$ cat config.mk
export PLATFORM = sky130hd
export DESIGN_NAME = frame_tagged_block_allocator
export DESIGN_NICKNAME = d
export VERILOG_FILES = /design/src/rtl/core/ftba_pkg.sv /design/src/rtl/core/ftba_ram.sv /design/src/rtl/core/ftba_eval.sv /design/src/rtl/core/frame_tagged_block_allocator.sv
export SDC_FILE = /design/constraint.sdc
export NUM_CORES = 2
export LEC_CHECK = 0
export BUFFER_PORTS_ARGS = -buffer_cell sky130_fd_sc_hd__buf_2
export CAP_MARGIN = 20
export CELL_PAD_IN_SITES_DETAIL_PLACEMENT = 0
export CELL_PAD_IN_SITES_GLOBAL_PLACEMENT = 2
export CORE_ASPECT_RATIO = 0.8
export CORE_UTILIZATION = 45
export CTS_CLUSTER_DIAMETER = 30
export DETAILED_ROUTE_END_ITERATION = 10
export GPL_TIMING_DRIVEN = 0
export PLACE_DENSITY_LB_ADDON = 0.05
export SLEW_MARGIN = 20
export SYNTH_ARGS = -nofsm -noshare
export SYNTH_HDL_FRONTEND = slang
export SYNTH_SLANG_ARGS = --single-unit
$ cat constraint.sdc
create_clock -name clk -period 21.8 [get_ports clk]
set_clock_uncertainty 0.2 [all_clocks]
set_input_delay 1.09 -clock clk [delete_from_list [all_inputs] [get_ports clk]]
set_output_delay 1.09 -clock clk [all_outputs]
set_load 0.03 [all_outputs]
$ cat src/rtl/core/ftba_pkg.sv
// Shared types and constants of the frame-tagged block allocator.
`timescale 1ns / 1ps
package ftba_pkg;

  localparam int FRAME_W = 32;
  localparam int SIZE_W  = 32;
  localparam int BLK_W   = 4;
  localparam int BYTES_W = 17;

  localparam logic OP_ALLOC = 1'b0;
  localparam logic OP_CLEAR = 1'b1;

  // status of one block entry against the request in flight
  typedef struct packed {
    logic finished;
    logic mine;
    logic fits;
    logic roomier;
  } eval_flags_t;

endpackage

$ cat src/rtl/core/ftba_ram.sv
// Generic single-write, single-read RAM with registered read data.
`timescale 1ns / 1ps
module ftba_ram #(
  parameter int WIDTH = 8,
  parameter int DEPTH = 16
) (
  input  logic                     clk,
  input  logic                     we,
  input  logic [$clog2(DEPTH)-1:0] waddr,
  input  logic [WIDTH-1:0]         wdata,
  input  logic                     re,
  input  logic [$clog2(DEPTH)-1:0] raddr,
  output logic [WIDTH-1:0]         rdata
);

  logic [WIDTH-1:0] mem [DEPTH];

  always_ff @(posedge clk) begin
    if (we) begin
      mem[waddr] <= wdata;
    end
    if (re) begin
      rdata <= mem[raddr];
    end
  end

endmodule

$ cat src/rtl/core/ftba_eval.sv
// Shared block evaluation unit: age, ownership, room and free-space compares.
`timescale 1ns / 1ps
module ftba_eval #(
  parameter int BLOCK_BYTES = 65536,
  parameter int FILL_W      = 17
) (
  input  logic                          owner_null,
  input  logic [ftba_pkg::FRAME_W-1:0]  owner,
  input  logic [FILL_W-1:0]             fill,
  input  logic                          thr_ok,
  input  logic [ftba_pkg::FRAME_W-1:0]  thr,
  input  logic [ftba_pkg::FRAME_W-1:0]  frame,
  input  logic [ftba_pkg::SIZE_W-1:0]   size,
  input  logic [FILL_W-1:0]             most_free,
  output ftba_pkg::eval_flags_t         flags,
  output logic [FILL_W-1:0]             free_bytes,
  output logic [FILL_W-1:0]             fill_eff
);

  localparam int SW = ftba_pkg::SIZE_W;
  localparam logic [FILL_W-1:0] BB = FILL_W'(BLOCK_BYTES);

  logic finished;

  // null marker is older than any frame; otherwise owner <= frame - lag
  assign finished   = owner_null || (thr_ok && (owner <= thr));
  assign fill_eff   = finished ? '0 : fill;   // finished blocks count as empty
  assign free_bytes = BB - fill_eff;

  assign flags.finished = finished;
  assign flags.mine     = !owner_null && (owner == frame);
  // fill + size < BB  <=>  size < free
  assign flags.fits     = size < {{(SW-FILL_W){1'b0}}, free_bytes};
  assign flags.roomier  = free_bytes > most_free;

endmodule

$ cat src/rtl/core/frame_tagged_block_allocator.sv
// Top level of the frame-tagged block allocator: sequencer, block store, result register.
`timescale 1ns / 1ps
// Allocator over up to MAX_BLOCKS blocks of BLOCK_BYTES bytes, each tagged with the
// frame that owns it and bump-allocated. One item is worked on at a time; in_ready
// is high only while the sequencer is idle, but a finished result may still sit in
// the output register when the next item is taken. Block owner and fill live in a
// RAM with one read and one write port; every step below is bounded by that single
// read port and the one shared evaluation unit, which looks at one block per cycle.
// An allocate served by the current block goes from acceptance straight to the grant step.
// When the current block is full or foreign, a scan over the blocks in use comes
// first; if nothing fits and no block is left to add, a forced reclaim pass over
// all MAX_BLOCKS blocks follows. A clear item is one scan over the blocks in use.
// No clearing pass is needed after reset: a valid bit per block makes an unwritten
// block read as empty and owned by the null frame.
module frame_tagged_block_allocator #(
  parameter int BLOCK_BYTES = 65536,
  parameter int MAX_BLOCKS  = 16,
  parameter int LAG_FRAMES  = 2
) (
  input  logic                          clk,
  input  logic                          rst_n,
  // request channel
  input  logic                          in_valid,
  output logic                          in_ready,
  input  logic                          in_opcode,
  input  logic [ftba_pkg::FRAME_W-1:0]  in_frame_number,
  input  logic [ftba_pkg::SIZE_W-1:0]   in_request_bytes,
  input  logic                          in_may_split,
  // result channel
  output logic                          out_valid,
  input  logic                          out_ready,
  output logic [ftba_pkg::BLK_W-1:0]    out_granted_block,
  output logic [ftba_pkg::BYTES_W-1:0]  out_granted_offset,
  output logic [ftba_pkg::BYTES_W-1:0]  out_granted_bytes,
  output logic                          out_reclaimed_all
);

  localparam int FW       = ftba_pkg::FRAME_W;
  localparam int SW       = ftba_pkg::SIZE_W;
  localparam int BW       = ftba_pkg::BLK_W;
  localparam int YW       = ftba_pkg::BYTES_W;
  localparam int IDX_W    = $clog2(MAX_BLOCKS);
  localparam int CNT_W    = $clog2(MAX_BLOCKS + 1);
  localparam int FILL_W   = $clog2(BLOCK_BYTES + 1);
  localparam int ENT_W    = 1 + FW + FILL_W;   // {null, owner, fill}
  localparam int USED_RST = (LAG_FRAMES < MAX_BLOCKS) ? LAG_FRAMES : MAX_BLOCKS;

  localparam logic [FW-1:0]    LAG_X  = FW'(LAG_FRAMES);
  localparam logic [CNT_W-1:0] MAX_X  = CNT_W'(MAX_BLOCKS);
  localparam logic [FILL_W:0]  BB_X   = (FILL_W + 1)'(BLOCK_BYTES);

  // sequencer states
  localparam logic [2:0] S_IDLE  = 3'd0;
  localparam logic [2:0] S_CUR   = 3'd1;
  localparam logic [2:0] S_SCAN  = 3'd2;
  localparam logic [2:0] S_GRANT = 3'd3;
  localparam logic [2:0] S_DONE  = 3'd4;

  // scan pass kinds
  localparam logic [1:0] MD_FIND    = 2'd0;  // look for a fitting / emptiest block
  localparam logic [1:0] MD_RECLAIM = 2'd1;  // free every block not owned by frame
  localparam logic [1:0] MD_CLEAR   = 2'd2;  // hand finished blocks to frame

  // control state
  logic [2:0]        state_r, state_nxt;
  logic [1:0]        mode_r, mode_nxt;
  logic [IDX_W-1:0]  cur_r, cur_nxt;
  logic [CNT_W-1:0]  used_r, used_nxt;
  logic [CNT_W-1:0]  rd_cnt_r, rd_cnt_nxt;
  logic              p_vld_r, p_vld_nxt;
  logic              settled_r, settled_nxt;
  logic              found_r, found_nxt;
  logic              out_valid_r;
  logic [MAX_BLOCKS-1:0] valid_r;

  // request and working payload
  logic              op_r, op_nxt;
  logic [FW-1:0]     frame_r, frame_nxt;
  logic [SW-1:0]     size_r, size_nxt;
  logic              split_r, split_nxt;
  logic              thr_ok_r, thr_ok_nxt;
  logic [FW-1:0]     thr_r, thr_nxt;
  logic              reclaim_r, reclaim_nxt;
  logic [IDX_W-1:0]  p_idx_r, p_idx_nxt;
  logic [FILL_W-1:0] most_free_r, most_free_nxt;
  logic [IDX_W-1:0]  sel_idx_r, sel_idx_nxt;
  logic [FILL_W-1:0] sel_fill_r, sel_fill_nxt;
  logic [FILL_W-1:0] gsize_r, gsize_nxt;
  logic              rd_v_r;

  // output register
  logic [BW-1:0]     out_block_r;
  logic [YW-1:0]     out_offset_r;
  logic [YW-1:0]     out_bytes_r;
  logic              out_reclaim_r;
  logic              out_load;

  // block store
  logic              ram_we;
  logic [IDX_W-1:0]  ram_waddr;
  logic [ENT_W-1:0]  ram_wdata;
  logic              ram_re;
  logic [IDX_W-1:0]  ram_raddr;
  logic [ENT_W-1:0]  ram_rdata;

  // entry as read, with never-written blocks shown at their reset value
  logic              ent_null;
  logic [FW-1:0]     ent_owner;
  logic [FILL_W-1:0] ent_fill;

  // shared evaluation unit
  logic              ev_null;
  logic [FW-1:0]     ev_owner;
  logic [FILL_W-1:0] ev_fill;
  ftba_pkg::eval_flags_t ev;
  logic [FILL_W-1:0] ev_free;
  logic [FILL_W-1:0] ev_fill_eff;

  logic              scan_issue;
  logic [SW-1:0]     sel_idx_ext;
  logic [SW-1:0]     sel_fill_ext;
  logic [SW-1:0]     gsize_ext;

  ftba_ram #(
    .WIDTH(ENT_W),
    .DEPTH(MAX_BLOCKS)
  ) u_store (
    .clk   (clk),
    .we    (ram_we),
    .waddr (ram_waddr),
    .wdata (ram_wdata),
    .re    (ram_re),
    .raddr (ram_raddr),
    .rdata (ram_rdata)
  );

  assign ent_null  = !rd_v_r || ram_rdata[ENT_W-1];
  assign ent_owner = ram_rdata[FILL_W +: FW];
  assign ent_fill  = rd_v_r ? ram_rdata[FILL_W-1:0] : '0;

  // the grant step reuses the unit on the selected block, owned by frame
  assign ev_null  = (state_r == S_GRANT) ? 1'b0 : ent_null;
  assign ev_owner = (state_r == S_GRANT) ? frame_r : ent_owner;
  assign ev_fill  = (state_r == S_GRANT) ? sel_fill_r : ent_fill;

  ftba_eval #(
    .BLOCK_BYTES(BLOCK_BYTES),
    .FILL_W     (FILL_W)
  ) u_eval (
    .owner_null (ev_null),
    .owner      (ev_owner),
    .fill       (ev_fill),
    .thr_ok     (thr_ok_r),
    .thr        (thr_r),
    .frame      (frame_r),
    .size       (size_r),
    .most_free  (most_free_r),
    .flags      (ev),
    .free_bytes (ev_free),
    .fill_eff   (ev_fill_eff)
  );

  assign in_ready   = (state_r == S_IDLE);
  assign scan_issue = (rd_cnt_r < used_r);

  always_comb begin
    state_nxt     = state_r;
    mode_nxt      = mode_r;
    cur_nxt       = cur_r;
    used_nxt      = used_r;
    rd_cnt_nxt    = rd_cnt_r;
    p_vld_nxt     = p_vld_r;
    settled_nxt   = settled_r;
    found_nxt     = found_r;
    op_nxt        = op_r;
    frame_nxt     = frame_r;
    size_nxt      = size_r;
    split_nxt     = split_r;
    thr_ok_nxt    = thr_ok_r;
    thr_nxt       = thr_r;
    reclaim_nxt   = reclaim_r;
    p_idx_nxt     = p_idx_r;
    most_free_nxt = most_free_r;
    sel_idx_nxt   = sel_idx_r;
    sel_fill_nxt  = sel_fill_r;
    gsize_nxt     = gsize_r;
    ram_we        = 1'b0;
    ram_waddr     = p_idx_r;
    ram_wdata     = {1'b1, {FW{1'b0}}, {FILL_W{1'b0}}};
    ram_re        = 1'b0;
    ram_raddr     = cur_r;
    out_load      = 1'b0;

    unique case (state_r)
      S_IDLE: begin
        if (in_valid) begin
          op_nxt        = in_opcode;
          frame_nxt     = in_frame_number;
          size_nxt      = in_request_bytes;
          split_nxt     = in_may_split;
          thr_ok_nxt    = (in_frame_number >= LAG_X);
          thr_nxt       = in_frame_number - LAG_X;
          reclaim_nxt   = 1'b0;
          rd_cnt_nxt    = '0;
          p_vld_nxt     = 1'b0;
          settled_nxt   = 1'b0;
          found_nxt     = 1'b0;
          most_free_nxt = '0;
          // current block is fetched up front; a clear ignores it
          ram_re        = 1'b1;
          ram_raddr     = cur_r;
          if (in_opcode == ftba_pkg::OP_CLEAR) begin
            mode_nxt  = MD_CLEAR;
            state_nxt = S_SCAN;
          end else begin
            state_nxt = S_CUR;
          end
        end
      end

      S_CUR: begin
        // keeps the current block's fill as fallback for a reclaim that frees nothing
        sel_idx_nxt  = cur_r;
        sel_fill_nxt = ev_fill_eff;
        if ((ev.mine && ev.fits) || ev.finished) begin
          state_nxt = S_GRANT;
        end else begin
          mode_nxt  = MD_FIND;
          state_nxt = S_SCAN;
        end
      end

      S_SCAN: begin
        // read one block per cycle, evaluate it the cycle after
        if (scan_issue) begin
          ram_re     = 1'b1;
          ram_raddr  = rd_cnt_r[IDX_W-1:0];
          rd_cnt_nxt = rd_cnt_r + CNT_W'(1);
        end
        p_vld_nxt = scan_issue;
        p_idx_nxt = rd_cnt_r[IDX_W-1:0];

        if (p_vld_r) begin
          unique case (mode_r)
            MD_FIND: begin
              // finished blocks met on the way are emptied, even after a pick
              if (ev.finished) begin
                ram_we = 1'b1;
              end
              if ((ev.finished || ev.mine) && !settled_r) begin
                if (ev.fits) begin
                  sel_idx_nxt  = p_idx_r;
                  sel_fill_nxt = ev_fill_eff;
                  settled_nxt  = 1'b1;
                  found_nxt    = 1'b1;
                end else if (split_r && ev.roomier) begin
                  sel_idx_nxt   = p_idx_r;
                  sel_fill_nxt  = ev_fill_eff;
                  most_free_nxt = ev_free;
                  found_nxt     = 1'b1;
                end
              end
            end
            MD_RECLAIM: begin
              if (!ev.mine) begin
                ram_we = 1'b1;
                if (!settled_r) begin
                  sel_idx_nxt  = p_idx_r;
                  sel_fill_nxt = '0;
                  settled_nxt  = 1'b1;
                end
              end
            end
            MD_CLEAR: begin
              if (ev.finished) begin
                ram_we    = 1'b1;
                ram_wdata = {1'b0, frame_r, {FILL_W{1'b0}}};
              end
            end
            default: begin
            end
          endcase
        end

        if (!p_vld_r && !scan_issue) begin
          unique case (mode_r)
            MD_FIND: begin
              if (found_r) begin
                state_nxt = S_GRANT;
              end else if (used_r < MAX_X) begin
                // open a fresh block at the end
                sel_idx_nxt  = used_r[IDX_W-1:0];
                sel_fill_nxt = '0;
                used_nxt     = used_r + CNT_W'(1);
                state_nxt    = S_GRANT;
              end else begin
                mode_nxt    = MD_RECLAIM;
                reclaim_nxt = 1'b1;
                rd_cnt_nxt  = '0;
                settled_nxt = 1'b0;
              end
            end
            MD_RECLAIM: begin
              state_nxt = S_GRANT;
            end
            MD_CLEAR: begin
              state_nxt = S_DONE;
            end
            default: begin
              state_nxt = S_IDLE;
            end
          endcase
        end
      end

      S_GRANT: begin
        // clip to the space left in the selected block
        gsize_nxt = ev.fits ? size_r[FILL_W-1:0] : ev_free;
        state_nxt = S_DONE;
      end

      S_DONE: begin
        if (!out_valid_r || out_ready) begin
          out_load = 1'b1;
          if (op_r == ftba_pkg::OP_ALLOC) begin
            ram_we    = 1'b1;
            ram_waddr = sel_idx_r;
            ram_wdata = {1'b0, frame_r, sel_fill_r + gsize_r};
            cur_nxt   = sel_idx_r;
          end
          state_nxt = S_IDLE;
        end
      end

      default: begin
        state_nxt = S_IDLE;
      end
    endcase
  end

  assign sel_idx_ext  = SW'(sel_idx_r);
  assign sel_fill_ext = SW'(sel_fill_r);
  assign gsize_ext    = SW'(gsize_r);

  always_ff @(posedge clk) begin
    if (!rst_n) begin
      state_r     <= S_IDLE;
      mode_r      <= MD_FIND;
      cur_r       <= '0;
      used_r      <= CNT_W'(USED_RST);
      rd_cnt_r    <= '0;
      p_vld_r     <= 1'b0;
      settled_r   <= 1'b0;
      found_r     <= 1'b0;
      out_valid_r <= 1'b0;
      valid_r     <= '0;
    end else begin
      state_r   <= state_nxt;
      mode_r    <= mode_nxt;
      cur_r     <= cur_nxt;
      used_r    <= used_nxt;
      rd_cnt_r  <= rd_cnt_nxt;
      p_vld_r   <= p_vld_nxt;
      settled_r <= settled_nxt;
      found_r   <= found_nxt;
      if (ram_we) begin
        valid_r[ram_waddr] <= 1'b1;
      end
      if (out_load) begin
        out_valid_r <= 1'b1;
      end else if (out_ready) begin
        out_valid_r <= 1'b0;
      end
    end
  end

  always_ff @(posedge clk) begin
    op_r        <= op_nxt;
    frame_r     <= frame_nxt;
    size_r      <= size_nxt;
    split_r     <= split_nxt;
    thr_ok_r    <= thr_ok_nxt;
    thr_r       <= thr_nxt;
    reclaim_r   <= reclaim_nxt;
    p_idx_r     <= p_idx_nxt;
    most_free_r <= most_free_nxt;
    sel_idx_r   <= sel_idx_nxt;
    sel_fill_r  <= sel_fill_nxt;
    gsize_r     <= gsize_nxt;
    if (ram_re) begin
      rd_v_r <= valid_r[ram_raddr];
    end
    if (out_load) begin
      if (op_r == ftba_pkg::OP_ALLOC) begin
        out_block_r   <= sel_idx_ext[BW-1:0];
        out_offset_r  <= sel_fill_ext[YW-1:0];
        out_bytes_r   <= gsize_ext[YW-1:0];
        out_reclaim_r <= reclaim_r;
      end else begin
        out_block_r   <= '0;
        out_offset_r  <= '0;
        out_bytes_r   <= '0;
        out_reclaim_r <= 1'b0;
      end
    end
  end

  assign out_valid          = out_valid_r;
  assign out_granted_block  = out_block_r;
  assign out_granted_offset = out_offset_r;
  assign out_granted_bytes  = out_bytes_r;
  assign out_reclaimed_all  = out_reclaim_r;

`ifndef SYNTH
  // block count never passes the pool size
  a_used_bound: assert property (@(posedge clk) disable iff (!rst_n)
    used_r <= MAX_X)
    else $error("blocks in use exceeds pool size");

  // current block is always one that exists
  a_cur_in_use: assert property (@(posedge clk) disable iff (!rst_n)
    CNT_W'(cur_r) < used_r)
    else $error("current block outside blocks in use");

  // store writes only touch blocks that exist
  a_write_in_use: assert property (@(posedge clk) disable iff (!rst_n)
    ram_we |-> (CNT_W'(ram_waddr) < used_r))
    else $error("write to a block not in use");

  // a grant never runs past the end of its block
  a_grant_fits: assert property (@(posedge clk) disable iff (!rst_n)
    (state_r == S_DONE && op_r == ftba_pkg::OP_ALLOC) |->
      (({1'b0, sel_fill_r} + {1'b0, gsize_r}) <= BB_X))
    else $error("grant overruns block");
`endif

endmodule

# Yosys cells after proc, flatten, opt, wreduce, memory -nomap -nowiden
# Memories as Yosys holds them, arrays and structs flattened. A register that Yosys moved wholly into a read port is not among the register bits.
# Cells that the tools add are included.
[totals] output_inout_bits=41 mem_count=1 ff_bits=238 romBits=0 ramBits=800 wordCells=215 latchBits=0
[op_classes] shift=0 n_lt_le_gt_ge=9 n_div=0 n_reduce_logical=34 n_eq_ne=21 muxes=115 n_addsub=5 bitwise=3 multipliers=0
[memory_table] name="u_store.mem" words=16 width=50 read_ports=1 rd_ports_with_merged_regs=1 wr=1 line="ftba_ram.sv:16" source="logic [WIDTH-1:0] mem [DEPTH];"
[op_table] op="2-to-1 mux 17 bit" n=20
[op_table] op="2-to-1 mux 50 bit" n=5
[op_table] op="one-hot mux 17 bit (2 select lines)" n=3
[op_table] op="one-hot mux 50 bit (2 select lines)" n=1
[op_table] op="2-to-1 mux 4 bit" n=15
[op_table] op="2-to-1 mux 1 bit" n=35
[op_table] op="== test 32 bit" n=1
[op_table] op=">= comparator 32 x 2 -> 1 bit (second input constant)" n=1
[op_table] op="less-or-equal comparator 32 bit" n=1
[op_table] op="less-than comparator 32 x 17 -> 1 bit" n=1
[op_table] op="2-to-1 mux 32 bit" n=1
[op_table] op="subtractor 32 x 2 -> 32 bit (second input constant)" n=1
[op_table] op="2-to-1 mux 5 bit" n=6
[op_table] op="inequality test 2 bit (second input constant)" n=11
[op_table] op="adder 17 bit" n=1
[op_table] op="> comparator 17 bit" n=1
[op_table] op="subtractor 17 bit (first input constant)" n=1
[op_table] op="2-to-1 mux 2 bit" n=8
[op_table] op="OR 16 bit" n=1
[op_table] op="one-hot mux 1 bit (2 select lines)" n=8
[op_table] op="one-hot mux 4 bit (2 select lines)" n=2
[op_table] op="2-to-1 mux 3 bit" n=5
[op_table] op="one-hot mux 3 bit (5 select lines)" n=1
[op_table] op="AND reduction 6 bit" n=2
[op_table] op="33 further kinds" n=55

# Longest topological paths before layout
[logic_depth] word_depth=19 ltp_mapped=35 mapped_depth_nobuf=30

# By module
# Synthesis repeated with hierarchy kept, for this count alone.
[unflattened] cells_unflattened=2715 hier_area_um2=45552.4
[modules_own_cells] mod="ftba_ram" instances=1 area_each_um2=31411.4 cells_per_inst=1294
[modules_own_cells] mod="frame_tagged_block_allocator" instances=1 area_each_um2=11458.5 cells_per_inst=1045
[modules_own_cells] mod="ftba_eval" instances=1 area_each_um2=2682.6 cells_per_inst=376

# Least setup slack after synthesis
# Ideal clock, no wire load.
[synth_path] kind="register to register" from="reg state_r[2]" to="reg most_free_r[0] (enable)" required_time_ns=21.182 stages_incl_launch_ff=31 period_less_slack_ns=8.120 setup_slack_ns=13.680 setup_time_ns=0.418 t_arrival_ns=7.503 path_cell_list="dfxtp_1 -> nand3b_2 -> inv_2 -> clkbuf_1 -> buf_1 -> buf_1 -> nand2_1 -> nand2_1 -> ha_1 -> nand4_2 -> or4_1 -> a21oi_1 -> o31a_2 -> nor3_2 -> nor2_1 -> clkbuf_1 -> nand2_1 -> ha_1 -> and2_1 -> clkbuf_1 -> a22oi_1 -> inv_1 -> ha_1 -> o21ai_0 -> nand2b_1 -> o2111ai_1 -> a21oi_1 -> a21oi_1 -> o31ai_1 -> a211oi_4 -> o31ai_1"
[synth_via] elab_chain_cells=11
[synth_rtl] element="from (decl)" line="frame_tagged_block_allocator.sv:65" source="logic [2:0] state_r, state_nxt;"
[synth_rtl] element="from (signal assigned)" line="frame_tagged_block_allocator.sv:358" source="state_r <= state_nxt;"
[synth_rtl] element="== test 3 x 2 -> 1 bit (*)" line="frame_tagged_block_allocator.sv:142, frame_tagged_block_allocator.sv:143, frame_tagged_block_allocator.sv:144"
[synth_rtl] element="2-to-1 mux 32 bit" line="frame_tagged_block_allocator.sv:143" source="assign ev_owner = (state_r == S_GRANT) ? frame_r : ent_owner;"
[synth_rtl] element="less-or-equal comparator 32 bit" line="ftba_eval.sv:26" source="assign finished = owner_null || (thr_ok && (owner <= thr));"
[synth_rtl] element="logical AND 1 bit" line="ftba_eval.sv:26"
[synth_rtl] element="logical OR 1 bit" line="ftba_eval.sv:26"
[synth_rtl] element="2-to-1 mux 17 bit (*)" line="ftba_eval.sv:27" source="assign fill_eff = finished ? '0 : fill;"
[synth_rtl] element="subtractor 17 bit (*)" line="ftba_eval.sv:28" source="assign free_bytes = BB - fill_eff;"
[synth_rtl] element="via ev_free[8]" line="frame_tagged_block_allocator.sv:116" source="logic [FILL_W-1:0] ev_free;"
[synth_rtl] element="parallel branches: the longest is 3 deep, another holds less-than comparator 32 x 17 -> 1 bit"
[synth_rtl] element="AND reduction 7 bit (no line) (*)"
[synth_rtl] element="to (signal assigned)" line="frame_tagged_block_allocator.sv:386" source="most_free_r <= most_free_nxt;"
[synth_rtl] element="to (decl)" line="frame_tagged_block_allocator.sv:85" source="logic [FILL_W-1:0] most_free_r, most_free_nxt;"
# Mark *: on every way through the listed nets, which the timed path passes.
# A chain may end at the register's enable or synchronous reset.

# Final worst setup path
[layout_path] from="reg state_r[2]" to="reg sel_fill_r[11], data pin"
[layout_via] elab_chain_cells=19
[layout_rtl] element="== test 3 x 2 -> 1 bit (*)" line="frame_tagged_block_allocator.sv:142, frame_tagged_block_allocator.sv:143, frame_tagged_block_allocator.sv:144"
[layout_rtl] element="2-to-1 mux 32 bit" line="frame_tagged_block_allocator.sv:143"
[layout_rtl] element="less-or-equal comparator 32 bit" line="ftba_eval.sv:26"
[layout_rtl] element="logical AND 1 bit" line="ftba_eval.sv:26"
[layout_rtl] element="logical OR 1 bit" line="ftba_eval.sv:26"
[layout_rtl] element="2-to-1 mux 17 bit (*)" line="ftba_eval.sv:27"
[layout_rtl] element="subtractor 17 bit (*)" line="ftba_eval.sv:28"
[layout_rtl] element="via ev_free[4]" line="frame_tagged_block_allocator.sv:116"
[layout_rtl] element="[... 5 more ...]"
[layout_rtl] element="one-hot mux 17 bit (2 select lines) (*)" line="frame_tagged_block_allocator.sv:244" source="unique case (mode_r)"
[layout_rtl] element="2-to-1 mux 17 bit (*)" line="frame_tagged_block_allocator.sv:243" source="if (p_vld_r) begin"
[layout_rtl] element="2-to-1 mux 17 bit" line="frame_tagged_block_allocator.sv:290" source="end else if (used_r < MAX_X) begin"
[layout_rtl] element="2-to-1 mux 17 bit" line="frame_tagged_block_allocator.sv:288" source="if (found_r) begin"
[layout_rtl] element="2-to-1 mux 17 bit" line="frame_tagged_block_allocator.sv:286" source="unique case (mode_r)"
[layout_rtl] element="2-to-1 mux 17 bit (*)" line="frame_tagged_block_allocator.sv:285" source="if (!p_vld_r && !scan_issue) begin"
[layout_rtl] element="one-hot mux 17 bit (2 select lines) (*)" line="frame_tagged_block_allocator.sv:194" source="unique case (state_r)"
[layout_rtl] element="via sel_fill_nxt[11]" line="frame_tagged_block_allocator.sv:87" source="logic [FILL_W-1:0] sel_fill_r, sel_fill_nxt;"
[layout_rtl] element="to (signal assigned)" line="frame_tagged_block_allocator.sv:388" source="sel_fill_r <= sel_fill_nxt;"
[layout_rtl] element="to (decl)" line="frame_tagged_block_allocator.sv:87"
# The timed path passes the listed nets; every way through them passes the cells marked *.

==> flow_summary_export.csv <==
group,metric,value,unit
run_status,status,"completed",
synth,synth-seq-cells,1087,
placed_design,gp_congestion,0.874,
synth,syn_inst,2777,
route,first_pass_iters,6,
sta,period_share,52.4,%
pwr,power_leakage,20.5,nW
synth,synth_top_area_share,69.1,%
global_route,grt_max_degree,65,
cells_and_area,fin_util,55.9,%
synth,synth_area,0.0455,sq mm
cells_and_area,syn_to_final_growth,22.1,%
pwr,vdd_drop_max,0.0794,mV
route,post_drt_via_cell_ratio,5.74,
flow_run,max_cap_viol_count,0,
sta,slew_headroom,18.3,%
sta,fin_tns_setup,0,ns
synth,syn_nets,2934,
synth,synth_edf_count,1048,
cells_and_area,layout.area.seq,0.0323,sq mm
critical_path,worstPathRequired,22.08,ns
sta,fin_crit,11.42,ns
placed_design,port_buffers,110,
sta,finalMaxSlewViolations,0,
die,die_height,287,um
synth,synth_area_leaders,"edfxtp_1, mux4_2, ha_1",
route,num_vias,26480,
synth,synth-async-reset-ratio,0,%
route,route.detailed.drc,0,
critical_path,crit_fanout,10,
route,wire_per_inst,27.2,um
critical_path,cp-end-kind,"register",
synth,synth_cell_type_count,77,
synth,yosysSeqAreaShare,70.8,%
synth,yosys_warnings,0,
placed_design,placedCellCount,4253,
cells_and_area,stdcell_count,4610,
critical_path,path_class,"reg2reg",
die,dieArea,0.102,sq mm
critical_path,crit_slowest_cell,"nor2_1",
cts,clock_sinks,1087,
global_route,grt_pass1_vias,26901,
cts,ctsHoldBuffers,0,
die,core.rowCount,103,
placed_design,post-dp-hpwl,88.3,mm
cts,cts_buffers,192,
sta,final_hold_viol_count,0,
synth,synth_largest_area_cell,"edfxtp_1",
hold_path,hp-class,"reg2reg",
cts,h-tree-depth,4,
route,drt_iter0_markers,2514,
global_route,grt-ovfl-total,0,
die,die-width,358,um
global_route,grt_first_pass_wirelength,183,mm
cts,post-cts-setup-buffer-count,0,
cts,cts_buffer_depth,3,
cts,clkTransAtPathRegs,0.05,ns
cells_and_area,drive_above_1_share,23.8,%
pwr,powerDensity,105,mW/mm^2
synth,avgSynthCellArea,16.4,sq um
placed_design,placed_area,0.0490,sq mm
route,drt.antenna.violating_nets,0,
cts,insertion_delay,0.78,ns
die,num_io_pins,111,
synth,synthFlopType,"edfxtp_1",
critical_path,slowest_delay,0.82,ns
sta,rsz0062_at_grt,"false",
sta,fmaxAchievable,87.6,MHz
sta,setup_viol,0,
critical_path,worstPathArrival,11.70,ns
sta,worst-slew-pin-transition,1.23,ns
cells_and_area,multi_input_area,0.0125,sq mm
critical_path,path_common_cell,"a21oi_1",
cells_and_area,final_area,0.0556,sq mm
global_route,track_usage,24.9,%
cts,cts_tree,"yes",
die,start_util,45.8,%
global_route,grt_antenna_before_repair,5,
cells_and_area,nNetsFinal,3294,
cts,root_buffer,"clkbuf_16",
cts,cts_resized,0,
critical_path,start_kind,"register",
cells_and_area,n_fill_cell,7909,
route,routed_wl,125,mm
die,core_area,0.0995,sq mm
[registers in the layout, summed over array words and instances, names as in the netlist, 5 cells and up]
register and count:
frame_r 32, gsize_r 17, most_free_r 17, out_granted_bytes 17, out_granted_offset 17, rd_cnt_r 5
sel_fill_r 17, size_r 32, thr_r 31, u_store.mem 800, u_store.rdata 50, used_r 5
valid_r 16
[synthesized netlist by cell type (all sizes together) (33+ instances only)]
master	instances
a211oi	57
a21oi	59
a31oi	62
and2	63
buf	45
clkbuf	84
dfxtp	39
edfxtp	1048
ha	86
inv	123
mux4	204
nand2	260
nand3	33
nor2	128
nor2b	62
o21ai	77
xor2	34
[cells by family after synthesis]
family,share of synthesized area [%]
fa+ha+maj,2.41
simple gates,7.21
xor+xnor,1.25
mux,10.5
compound gates,5.58
buf+inv,2.23
flops,70.8
[layout make-up]
class,instances,area share (%)
clock buffers,215,8.85
diodes,1,0.00450
multi-input cells,1438,22.4
plain buffers,129,1.00
flip-flops and latches,1087,58.0
clock inverters,139,2.87
repair buffers,166,3.06
inverters,123,0.839
well taps,1312,2.95
[routing by layer]
metal | global-route usage (%) | part of all wire (%)
met5 | 0 | 0.021
met4 | 6.87 | 2.0
met3 | 4.67 | 6.4
met2 | 38.3 | 46
met1 | 36.5 | 46
[layout by cell type (no fill, tap or decap), types with 18 or more instances in the layout]
cell,n
a211oi_1,56
a21oi_1,58
a31oi_1,61
and2_1,63
buf_12,39
buf_2,139
bufinv_16,24
clkbuf_1,103
clkbuf_16,193
clkinv_1,18
clkinv_2,27
clkinv_4,18
clkinvlp_4,26
dfxtp_1,39
edfxtp_1,1048
ha_1,86
inv_1,120
mux4_2,204
nand2_1,259
nand2b_1,20
nand3_1,32
nor2_1,109
nor2b_1,55
nor3_1,31
nor4_1,21
o21a_1,26
o21ai_0,69
o22ai_1,21
xnor2_1,31
xor2_1,34
[final timing paths]
| path | start | end | slack, ns | cells past startpoint |
|---|---|---|---|---|
| min reg2reg | valid_r[5] | valid_r[5] | 0.26 | 1 |
| min | valid_r[5] | valid_r[5] | 0.26 | 1 |
| max | state_r[2] | sel_fill_r[11] | 10.38 | 35 |
| max reg2reg | state_r[2] | sel_fill_r[11] | 10.38 | 35 |
[critical path: cells and delay by family (launching register included)]
kind            cells  cell delay (ns)
compound gates     11             3.13
fa+ha+maj           3             0.83
flops               1             0.38
simple gates       13             3.21
buf+inv             8             3.35
[through the flow]
stage | setup WS [ns] | power, mW | hold slack [ns]
2_1_floorplan | 13.68 | 2.69 | 0.235
3_3_place_gp | 8.81 | 2.86 | 0.242
3_5_place_dp | 10.51 | 2.87 | 0.252
4_1_cts | 10.50 | 5.85 | 0.240
5_1_grt | 9.74 | 5.99 | 0.258
6_report | 10.38 | 5.81 | 0.264
[report_power, final]
part / internal (mW) / switching, mW / total, mW
registers: 2.36 / 0.0507 / 2.41
clock network: 1.92 / 1.05 / 2.97
logic: 0.150 / 0.281 / 0.431
Power figures use the tool's default switching activity.
